==> src/sv/tcw_pkg.sv <==
package tcw_pkg;

    // Default geometry, handed to the top level as parameter defaults
    localparam int COLUMNS_DEF  = 80;
    localparam int ROWS_DEF     = 25;
    localparam int TAB_STOP_DEF = 4;

    // Fixed field widths
    localparam int FUNC_W  = 2;
    localparam int CHAR_W  = 8;
    localparam int ATTR_W  = 8;
    localparam int CELL_W  = 16;
    localparam int INDEX_W = 11;
    localparam int POS_W   = 11;
    localparam int CFG_IDX_W = 2;

    // Operation codes
    localparam logic [FUNC_W-1:0] FUNC_WRITE = 2'd0;
    localparam logic [FUNC_W-1:0] FUNC_CLEAR = 2'd1;
    localparam logic [FUNC_W-1:0] FUNC_READ  = 2'd2;

    // Control characters
    localparam logic [CHAR_W-1:0] CH_BS    = 8'd8;
    localparam logic [CHAR_W-1:0] CH_TAB   = 8'd9;
    localparam logic [CHAR_W-1:0] CH_LF    = 8'd10;
    localparam logic [CHAR_W-1:0] CH_CR    = 8'd13;
    localparam logic [CHAR_W-1:0] CH_SPACE = 8'h20;

    // Register indexes and reset values
    localparam logic [CFG_IDX_W-1:0] REG_TEXT_ATTRIBUTE = 2'd0;
    localparam logic [CFG_IDX_W-1:0] REG_CURSOR_ENABLE  = 2'd1;
    localparam logic [ATTR_W-1:0]    RESET_ATTR = 8'h07;
    localparam logic [CELL_W-1:0]    RESET_CELL = {RESET_ATTR, CH_SPACE};

    // Controller to datapath
    typedef struct packed {
        logic accept;    // input beat taken, commit the item
        logic pass_en;   // step the store sweep
        logic load_out;  // move the result into the output register
    } ctrl_cmd_t;

    // Datapath to controller
    typedef struct packed {
        logic need_pass; // the offered item needs a sweep (clear or scroll)
        logic pass_done; // sweep counter at its end
        logic out_free;  // output register can take a result this cycle
    } ctrl_stat_t;

endpackage

==> src/sv/tcw_ctrl.sv <==
module tcw_ctrl (
    input  logic                clk,
    input  logic                rst_n,
    input  logic                in_valid,
    output logic                in_ready,
    input  tcw_pkg::ctrl_stat_t stat,
    output tcw_pkg::ctrl_cmd_t  cmd
);

    import tcw_pkg::*;

    typedef enum logic [1:0] {
        ST_INIT,
        ST_IDLE,
        ST_PASS,
        ST_DONE
    } state_t;

    state_t state_reg;
    logic   ready_reg;

    // Commands
    assign cmd.accept   = in_valid & ready_reg;
    assign cmd.pass_en  = (state_reg == ST_INIT) | (state_reg == ST_PASS);
    assign cmd.load_out = (state_reg == ST_DONE) & stat.out_free;
    assign in_ready     = ready_reg;

    // State and ready
    always_ff @(posedge clk or negedge rst_n)
    begin
        if (!rst_n)
        begin
            state_reg <= ST_INIT;
            ready_reg <= 1'b0;
        end
        else
        begin
            unique case (state_reg)
                ST_INIT:
                begin
                    if (stat.pass_done)
                    begin
                        state_reg <= ST_IDLE;
                        ready_reg <= 1'b1;
                    end
                end
                ST_IDLE:
                begin
                    if (cmd.accept)
                    begin
                        ready_reg <= 1'b0;
                        state_reg <= stat.need_pass ? ST_PASS : ST_DONE;
                    end
                end
                ST_PASS:
                begin
                    if (stat.pass_done)
                    begin
                        state_reg <= ST_DONE;
                    end
                end
                ST_DONE:
                begin
                    if (stat.out_free)
                    begin
                        state_reg <= ST_IDLE;
                        ready_reg <= 1'b1;
                    end
                end
                default:
                begin
                    state_reg <= ST_INIT;
                    ready_reg <= 1'b0;
                end
            endcase
        end
    end

endmodule

==> config.mk <==
export PLATFORM = sky130hd
export DESIGN_NAME = tcw_ctrl
export DESIGN_NICKNAME = d
export VERILOG_FILES = /design/src/sv/tcw_pkg.sv /design/src/sv/tcw_ctrl.sv
export SDC_FILE = /design/constraint.sdc
export NUM_CORES = 1
export LEC_CHECK = 0
export ABC_AREA = 1
export ABC_CLOCK_PERIOD_IN_PS = 1770
export BUFFER_PORTS_ARGS = -buffer_cell sky130_fd_sc_hd__buf_2
export CAP_MARGIN = 5
export CORE_AREA = 2 2 39 41
export CTS_BUF_LIST = sky130_fd_sc_hd__clkbuf_4 sky130_fd_sc_hd__clkbuf_8
export DETAILED_ROUTE_END_ITERATION = 8
export DIE_AREA = 0 0 41 43
export PLACE_DENSITY = 0.46
export SLEW_MARGIN = 30
export SYNTH_ARGS = -nofsm -noshare
export SYNTH_HDL_FRONTEND = slang
export SYNTH_SLANG_ARGS = --single-unit
==> constraint.sdc <==
create_clock -name clk -period 1.77 [get_ports clk]
set_input_delay 0.0885 -clock clk [delete_from_list [all_inputs] [get_ports clk]]
set_output_delay 0.0885 -clock clk [all_outputs]
set_load 0.005 [all_outputs]
== Word-level counts from Yosys, hierarchy flattened ==
Index checks and enable logic that the tools add are counted.

* Equality and inequality tests: 7
* Multiplexer cells: 10
* Bitwise logic cells: 3
* Reduce and logical (&&, ||, !) cells: 4

{| class="wikitable"
|+ Operators with widths
! operator !! count
|-
| 2-to-1 mux 2 bit || 4
|-
| != test 2 bit (second input constant) || 4
|-
| case mux 2 bit (4 select lines) || 1
|-
| AND reduction 4 bit || 2
|-
| equality test 2 bit (second input constant) || 2
|-
| 2-to-1 mux 1 bit || 4
|-
| case mux 1 bit (3 select lines) || 1
|-
| nonzero test 3 bit || 1
|-
| bitwise AND 1 bit || 2
|-
| equality test 2 x 1 -> 1 bit (second input constant) || 1
|-
| logical NOT 2 bit || 1
|-
| bitwise OR 1 bit || 1
|}

* Register bits: 3

== Depth between registers and ports, before layout ==
Gate-level depths: netlist of run 1.

* Depth after elaboration: 3
* Depth in mapped cells: 7

== Worst setup path after synthesis of run 1 ==
No wires, ideal clock.

* Kind: flip-flop to flip-flop
* From: register state_reg[0]
* To: register state_reg[0]
* Library setup time: 0.117 ns
* Data arrival time: 0.988 ns
* Data required time: 1.653 ns
* Path slack: 0.665 ns
* Stages on the path, launching flop included: 7
* Period minus slack after synthesis: 1.105 ns
* Cell sequence: dfrtp_1 -> inv_1 -> ha_1 -> o21ai_0 -> nand3_1 -> nand2_1 -> nand2_1

* Word-level cells in the longest chain between the ends: 3

{| class="wikitable"
|+ Ends and longest elaborated chain
! what !! RTL line !! RTL
|-
| from (decl) || tcw_ctrl.sv:19 || <nowiki>state_t state_reg;</nowiki>
|-
| from (signal assigned) || tcw_ctrl.sv:52 || <nowiki>state_reg <= stat.need_pass ? ST_PASS : ST_DONE;</nowiki>
|-
| equality test 2 bit (tied with other cells) || tcw_ctrl.sv:38 || <nowiki>unique case (state_reg)</nowiki>
|-
| != test 2 bit (no line) || n/a ||
|-
| AND reduction 4 bit (no line) || n/a ||
|}

Several ways; a longest one is shown, not always the timed one.
A chain may end at the register's enable or synchronous reset.

==> flow_metrics.env, run 1 <==
export IMPL_reg2reg_from="state_reg[1]$_DFFE_PN0P_"
export IMPL_peakVddDrop_mv=0.426
export IMPL_fin_ws_ps=445
export IMPL_fin_nets=67
export IMPL_grt_max_degree=5
export IMPL_maxCapViolCount=0
export IMPL_final_common_cell="nand2_1"
export IMPL_power_density_nw_per_um2=1850
export IMPL_coreArea_sq_um=1380
export IMPL_final_area_sq_um=409
export IMPL_ys_types=11
export IMPL_cp_start_kind="flop"
export IMPL_pre_cts_slack_ps=531
export IMPL_postPlaceCellArea_sq_um=369
export IMPL_finalHoldViolCount=0
export IMPL_start_util_pct=22.0
export IMPL_worstRegToRegCells=6
export IMPL_postCtsSetupBuffers=0
export IMPL_crit_type="reg2out"
export IMPL_ff2ff_setup_slack_ps=540
export IMPL_viasPerCell=3.72
export IMPL_tritoncts_num_buffers=3
export IMPL_synth_area_top_cells="dfrtp_1, ha_1, nand2_1, inv_1, nand2_4"
export IMPL_avgSynthCellArea_sq_um=7.24
export IMPL_diodes=0
export IMPL_fin_skew_ps=12.6
export IMPL_synth_top_area_share_pct=24.7
export IMPL_post_route_period_util_pct=74.9
export IMPL_report_final_slew_viol_count=0
export IMPL_switching_share_pct=46.1
export IMPL_std_cell_rows=14
export IMPL_switchingPower_w=0.000349
export IMPL_wl_per_cell_microns=8.99
export IMPL_yosysSeqAreaShare_pct=24.7
export IMPL_fmax_mhz=755
export IMPL_r2r_end="state_reg[0]$_DFFE_PN0P_"
export IMPL_grt_first_pass_wirelength_mm=1.03
export IMPL_post_cts_resized=0
export IMPL_p_leak_nw=0.264
export IMPL_numPortBuffers=9
export IMPL_antenna_found_initial=0
export IMPL_fp_dieH_microns=43
export IMPL_p_comb_share_pct=61.8
export IMPL_hpwl_microns=541
export IMPL_clockBufferDepth=2
export IMPL_fin_crit_ps=1330
export IMPL_synth_area_sq_um=304
export IMPL_grt_overflow=0
export IMPL_wl_met1_microns=284
export IMPL_ys_ff_latch=3
export IMPL_cts_tree="done"
export IMPL_clock_latency_ps=240
export IMPL_grt_pass1_vias=258
export IMPL_tightest_slew_ps=179
export IMPL_wl_met3_microns=37
export IMPL_status="finished, final reports clean"
export IMPL_drc=0
export IMPL_endpoint_kind="primary output"
export IMPL_fin_util_pct=29.6
export IMPL_relSlewSlack_pct=88.0
export IMPL_largest_reg_flops=2
export IMPL_clkSinkCount=3
export IMPL_p_clk_share_pct=19.0
export IMPL_ctsHoldBuffers=1
export IMPL_rsz0062_at_grt="no"
export IMPL_highest_layer="met3"
export IMPL_synth_cells=42
export IMPL_final_antenna_net_count=0
export IMPL_synth_fp_nets=52
export IMPL_critPathMaxFanout=4
export IMPL_vias=268
export IMPL_final_cell_mix="nand2_1, inv_1, buf_2"
export IMPL_initialDrtViolationCount=8
export IMPL_cp_endpoint="cmd[1]"
export IMPL_fp_dieW_microns=41
export IMPL_synth_top_cell_by_area="dfrtp_1"
export IMPL_p_int_w=0.000407
export IMPL_yosys_warnings=0
export IMPL_setup_viol=0
export IMPL_ios=10
export IMPL_drive_gt1_share_pct=37.5
export IMPL_cp_required_ps=1680
export IMPL_globalplace_congestion=0.716
export IMPL_startpoint="state_reg[1]$_DFFE_PN0P_"
export IMPL_finalSetupTns_ps=0
export IMPL_hp_class="in2async"
export IMPL_wl_met2_microns=324
export IMPL_htreeDepth=1
export IMPL_first_pass_iters=4
export IMPL_area_growth_pct=34.6
export IMPL_power_frac_seq_pct=19.2
export IMPL_hold_slack_ps=182
export IMPL_cts_clk_slew_worst_paths_ps=50
export IMPL_grt_usage_pct=9.45
export IMPL_wl_microns=647
export IMPL_root_buffer="clkbuf_4"
export IMPL_die_area_sq_um=1760
export IMPL_nFillCells=156
export IMPL_arrival_ps=1240
[stage by stage]
step                      total power, W  cells
after floorplan                 0.000506     42
after global placement          0.000616     67
after detailed placement        0.000623     67
after CTS                       0.000777     72
after global routing            0.000864     72
final                           0.000756     72
[layer usage]
metal / GRT usage, % / vias to the layer above
met5: 0 / -
met4: 4.00 / 0
met3: 6.28 / 0
met2: 14.7 / 10
met1: 9.35 / 108
li1: - / 150
[synthesized netlist by cell type (all sizes together)]
master,instances
inv,11
nand2,16
ha,4
o21ai,1
nand3,2
nor2,4
dfrtp,3
o21bai,1
[power groups by stage]
stage / registers, W / logic, W / clock network [W]
after global routing: 0.000156 / 0.000553 / 0.000154
final: 0.000145 / 0.000467 / 0.000143
after floorplan: 0.000141 / 0.000365 / 0
after CTS: 0.000148 / 0.000478 / 0.000150
after global placement: 0.000144 / 0.000472 / 0
after detailed placement: 0.000149 / 0.000474 / 0
[logic make-up (layout without fill, tap and decap cells)]
| group | Yosys count | count (layout) | share of synthesized area, % |
|---|---|---|---|
| flip-flops | 3 | 3 | 24.7 |
| adder cells (fa/ha/maj) | 4 | 4 | 16.5 |
| buffers and inverters | 11 | 25 | 13.6 |
| AND/OR/NAND/NOR | 22 | 22 | 41.2 |
| AO/OA/AOI/OAI | 2 | 2 | 4.11 |
[critical path, stage by stage (launching register included)]
cell	delay, ps
dfrtp_1	390
inv_1	80
ha_1	210
nor2_2	140
inv_1	50
buf_2	120
[worst min-delay path by stage]
stage	endpoint	from	cells past startpoint
final	state_reg[1]$_DFFE_PN0P_	rst_n	2
after global routing	in_ready$_DFFE_PN0P_	rst_n	2
after CTS	state_reg[1]$_DFFE_PN0P_	rst_n	2
after detailed placement	state_reg[1]$_DFFE_PN0P_	rst_n	1
after global placement	in_ready$_DFFE_PN0P_	rst_n	1
after floorplan	in_ready$_DFFE_PN0P_	rst_n	0
[cell type report]
cell class	count	area, sq um	area share [%]
Tap cell	16	20.0	4.89
Clock buffer	4	30.0	7.34
Inverter	11	41.3	10.1
Sequential cell	3	75.1	18.3
Multi-Input combinational cell	28	188	45.9
Timing Repair Buffer	10	55.1	13.5
(Power assumes the default switching activity.)
==> run 2, diff against run 1 <==
Settings changed: ABC_AREA 1 to 0, ABC_CLOCK_PERIOD_IN_PS 1770 to 1100, PLACE_DENSITY 0.46 to 0.44.
Clock period 1.77 ns to 1.1 ns, I/O delays scaled along.
==> flow_metrics.env, run 2 <==
export IMPL_first_pass_iters=2
export IMPL_synth_top_area_share_pct=29.6
export IMPL_die_area_sq_um=1760
export IMPL_antenna_found_initial=0
export IMPL_arrival_ps=1580
export IMPL_grt_first_pass_wirelength_microns=903
export IMPL_endpoint_kind="flop"
export IMPL_cts_tree="done"
export IMPL_cts_clk_slew_worst_paths_ps=40
export IMPL_globalplace_congestion=0.618
export IMPL_grt_max_degree=5
export IMPL_clkSinkCount=3
export IMPL_ys_ff_latch=3
export IMPL_root_buffer="clkbuf_4"
export IMPL_async_flop_share_pct=100
export IMPL_largest_reg_flops=2
export IMPL_postPlaceCellArea_sq_um=380
export IMPL_coreArea_sq_um=1380
export IMPL_post_route_period_util_pct=134
export IMPL_final_cell_mix="buf_2, buf_4, buf_6"
export IMPL_grt_overflow=0
export IMPL_synth_area_sq_um=254
export IMPL_numPortBuffers=9
export IMPL_status="complete, but fails checks"
export IMPL_fp_dieH_microns=43
export IMPL_yosys_warnings=0
export IMPL_synth_fp_nets=32
export IMPL_std_cell_rows=14
export IMPL_fin_skew_ps=3.07
export IMPL_wl_microns=632
export IMPL_tritoncts_num_buffers=3
export IMPL_setup_viol=5
export IMPL_hpwl_microns=446
export IMPL_synth_cells=22
export IMPL_finalHoldViolCount=0
export IMPL_final_antenna_net_count=0
export IMPL_relSlewSlack_pct=82.4
export IMPL_synth_commonest_cells="ha_1, dfrtp_1"
export IMPL_p_leak_nw=0.248
export IMPL_yosysSeqAreaShare_pct=29.6
export IMPL_synth_edf_count=0
export IMPL_tightest_slew_ps=260
export IMPL_rsz0062_at_grt="yes"
export IMPL_diodes=0
export IMPL_area_growth_pct=110
export IMPL_synth_area_top_cells="dfrtp_1, ha_1, o41ai_1, nor3_4, o21ba_4"
export IMPL_power_density_nw_per_um2=2990
export IMPL_hp_class="in2async"
export IMPL_violations="negative setup slack"
export IMPL_ys_types=13
export IMPL_nFillCells=149
export IMPL_wl_per_cell_microns=10.2
export IMPL_maxCapViolCount=0
export IMPL_drc=0
export IMPL_ios=10
export IMPL_htreeDepth=1
export IMPL_post_synth_top_count_cell="ha_1"
export IMPL_crit_type="reg2reg"
export IMPL_vias=245
export IMPL_grt_usage_pct=8.05
export IMPL_ys_flop_type="dfrtp_1"
export IMPL_cp_required_ps=1210
export IMPL_synth_top_cell_by_area="dfrtp_1"
export IMPL_fmax_mhz=679
export IMPL_final_area_sq_um=534
export IMPL_fin_crit_ps=1470
export IMPL_grt_pass1_vias=248
export IMPL_drive_gt1_share_pct=84.8
export IMPL_viasPerCell=3.95
export IMPL_fp_dieW_microns=41
export IMPL_critPathMaxFanout=4
export IMPL_clock_latency_ps=230
export IMPL_report_final_slew_viol_count=0
export IMPL_fin_util_pct=38.6
export IMPL_avgSynthCellArea_sq_um=11.5
export IMPL_peakVddDrop_mv=0.871
export IMPL_fin_ws_ps=-373
export IMPL_initialDrtViolationCount=3
export IMPL_start_util_pct=18.4
export IMPL_hold_slack_ps=151
export IMPL_fin_nets=57
export IMPL_power_w=0.00160
export IMPL_cp_start_kind="flop"
export IMPL_clockBufferDepth=2
==> run 2: cell count changes after synthesis, sizes merged, moves of 2 or more <==
cell and delta:
inv -9, nor2 -4, o41ai +2, and2 +2, nand2 -16, nand3 -2, nor2b +2
==> run 2: per-stage QoR <==
| stage | setup slack [ps] | setup TNS [ps] | instances |
|---|---|---|---|
| 6_report | -373 | -1350 | 62 |
| 5_1_grt | -414 | -1670 | 62 |
| 4_1_cts | -357 | -1400 | 59 |
| 3_5_place_dp | -375 | -1100 | 52 |
| 3_3_place_gp | -365 | -1070 | 52 |
| 2_1_floorplan | -295 | -697 | 22 |
==> run 2: worst paths after layout <==
check	cells after the start	slack [ps]	endpoint	from
setup / recovery	5	-370	state_reg[1]$_DFFE_PN0P_	state_reg[1]$_DFFE_PN0P_
setup reg to reg	5	-370	state_reg[1]$_DFFE_PN0P_	state_reg[1]$_DFFE_PN0P_
hold reg to reg	1	630	state_reg[1]$_DFFE_PN0P_	state_reg[1]$_DFFE_PN0P_
max in group asynchronous	2	830	state_reg[1]$_DFFE_PN0P_	rst_n
hold / removal	2	150	in_ready$_DFFE_PN0P_	rst_n
min in group clk	4	260	state_reg[0]$_DFFE_PN0P_	stat[2]
==> run 2: cell type report <==
cell class	count	area [sq um]	share of cell area, %
Inverter	2	10.0	1.87
Sequential cell	3	77.6	14.5
Multi-Input combinational cell	17	243	45.4
Tap cell	16	20.0	3.75
Clock buffer	4	30.0	5.62
Timing Repair Buffer	20	154	28.8
==> run 2: metal layers <==
| layer | vias up | global-route usage, % | routed length (microns) |
|---|---|---|---|
| li1 | 126 | - | - |
| met1 | 112 | 7.44 | 258 |
| met2 | 7 | 12.2 | 336 |
| met3 | 0 | 4.71 | 37 |
| met4 | 0 | 6.00 | 0 |
| met5 | - | 0 | 0 |
==> run 2: worst max-delay path, stage by stage, from the launching register on <==
cell and delay [ps]:
dfrtp_2 430, inv_2 80, ha_4 160, o21ba_4 220
nor3_4 140, mux2_4 320
==> run 2: where the power goes <==
group | internal [W] | leakage [nW] | switching (W)
registers | 0.000181 | 0.0319 | 0.0000986
logic | 0.000714 | 0.197 | 0.000386
clock network | 0.000161 | 0.0184 | 0.0000573
total | 0.00105 | 0.248 | 0.000542
==> run 2: cell families (layout without fill, tap and decap cells) <==
| logic type | after synthesis | count (layout) | share of synthesized area, % |
|---|---|---|---|
| buffers and inverters | 2 | 26 | 2.96 |
| DFF | 3 | 3 | 29.6 |
| and+or+nand+nor | 7 | 7 | 21.7 |
| AOI/OAI and AO/OA | 4 | 4 | 17.7 |
| adders and majority gates | 4 | 4 | 19.7 |
| muxes | 2 | 2 | 8.37 |
==> run 2: what timing repair did <==
action | in CTS | in global routing
setup buffers | 2 | 3
hold buffers | 1 | 0
pin swaps | 1 | 1
setup endpoints to repair | 5 | 6
endpoints found under the hold margin | 3 | 0
resized for setup | 4 | 13
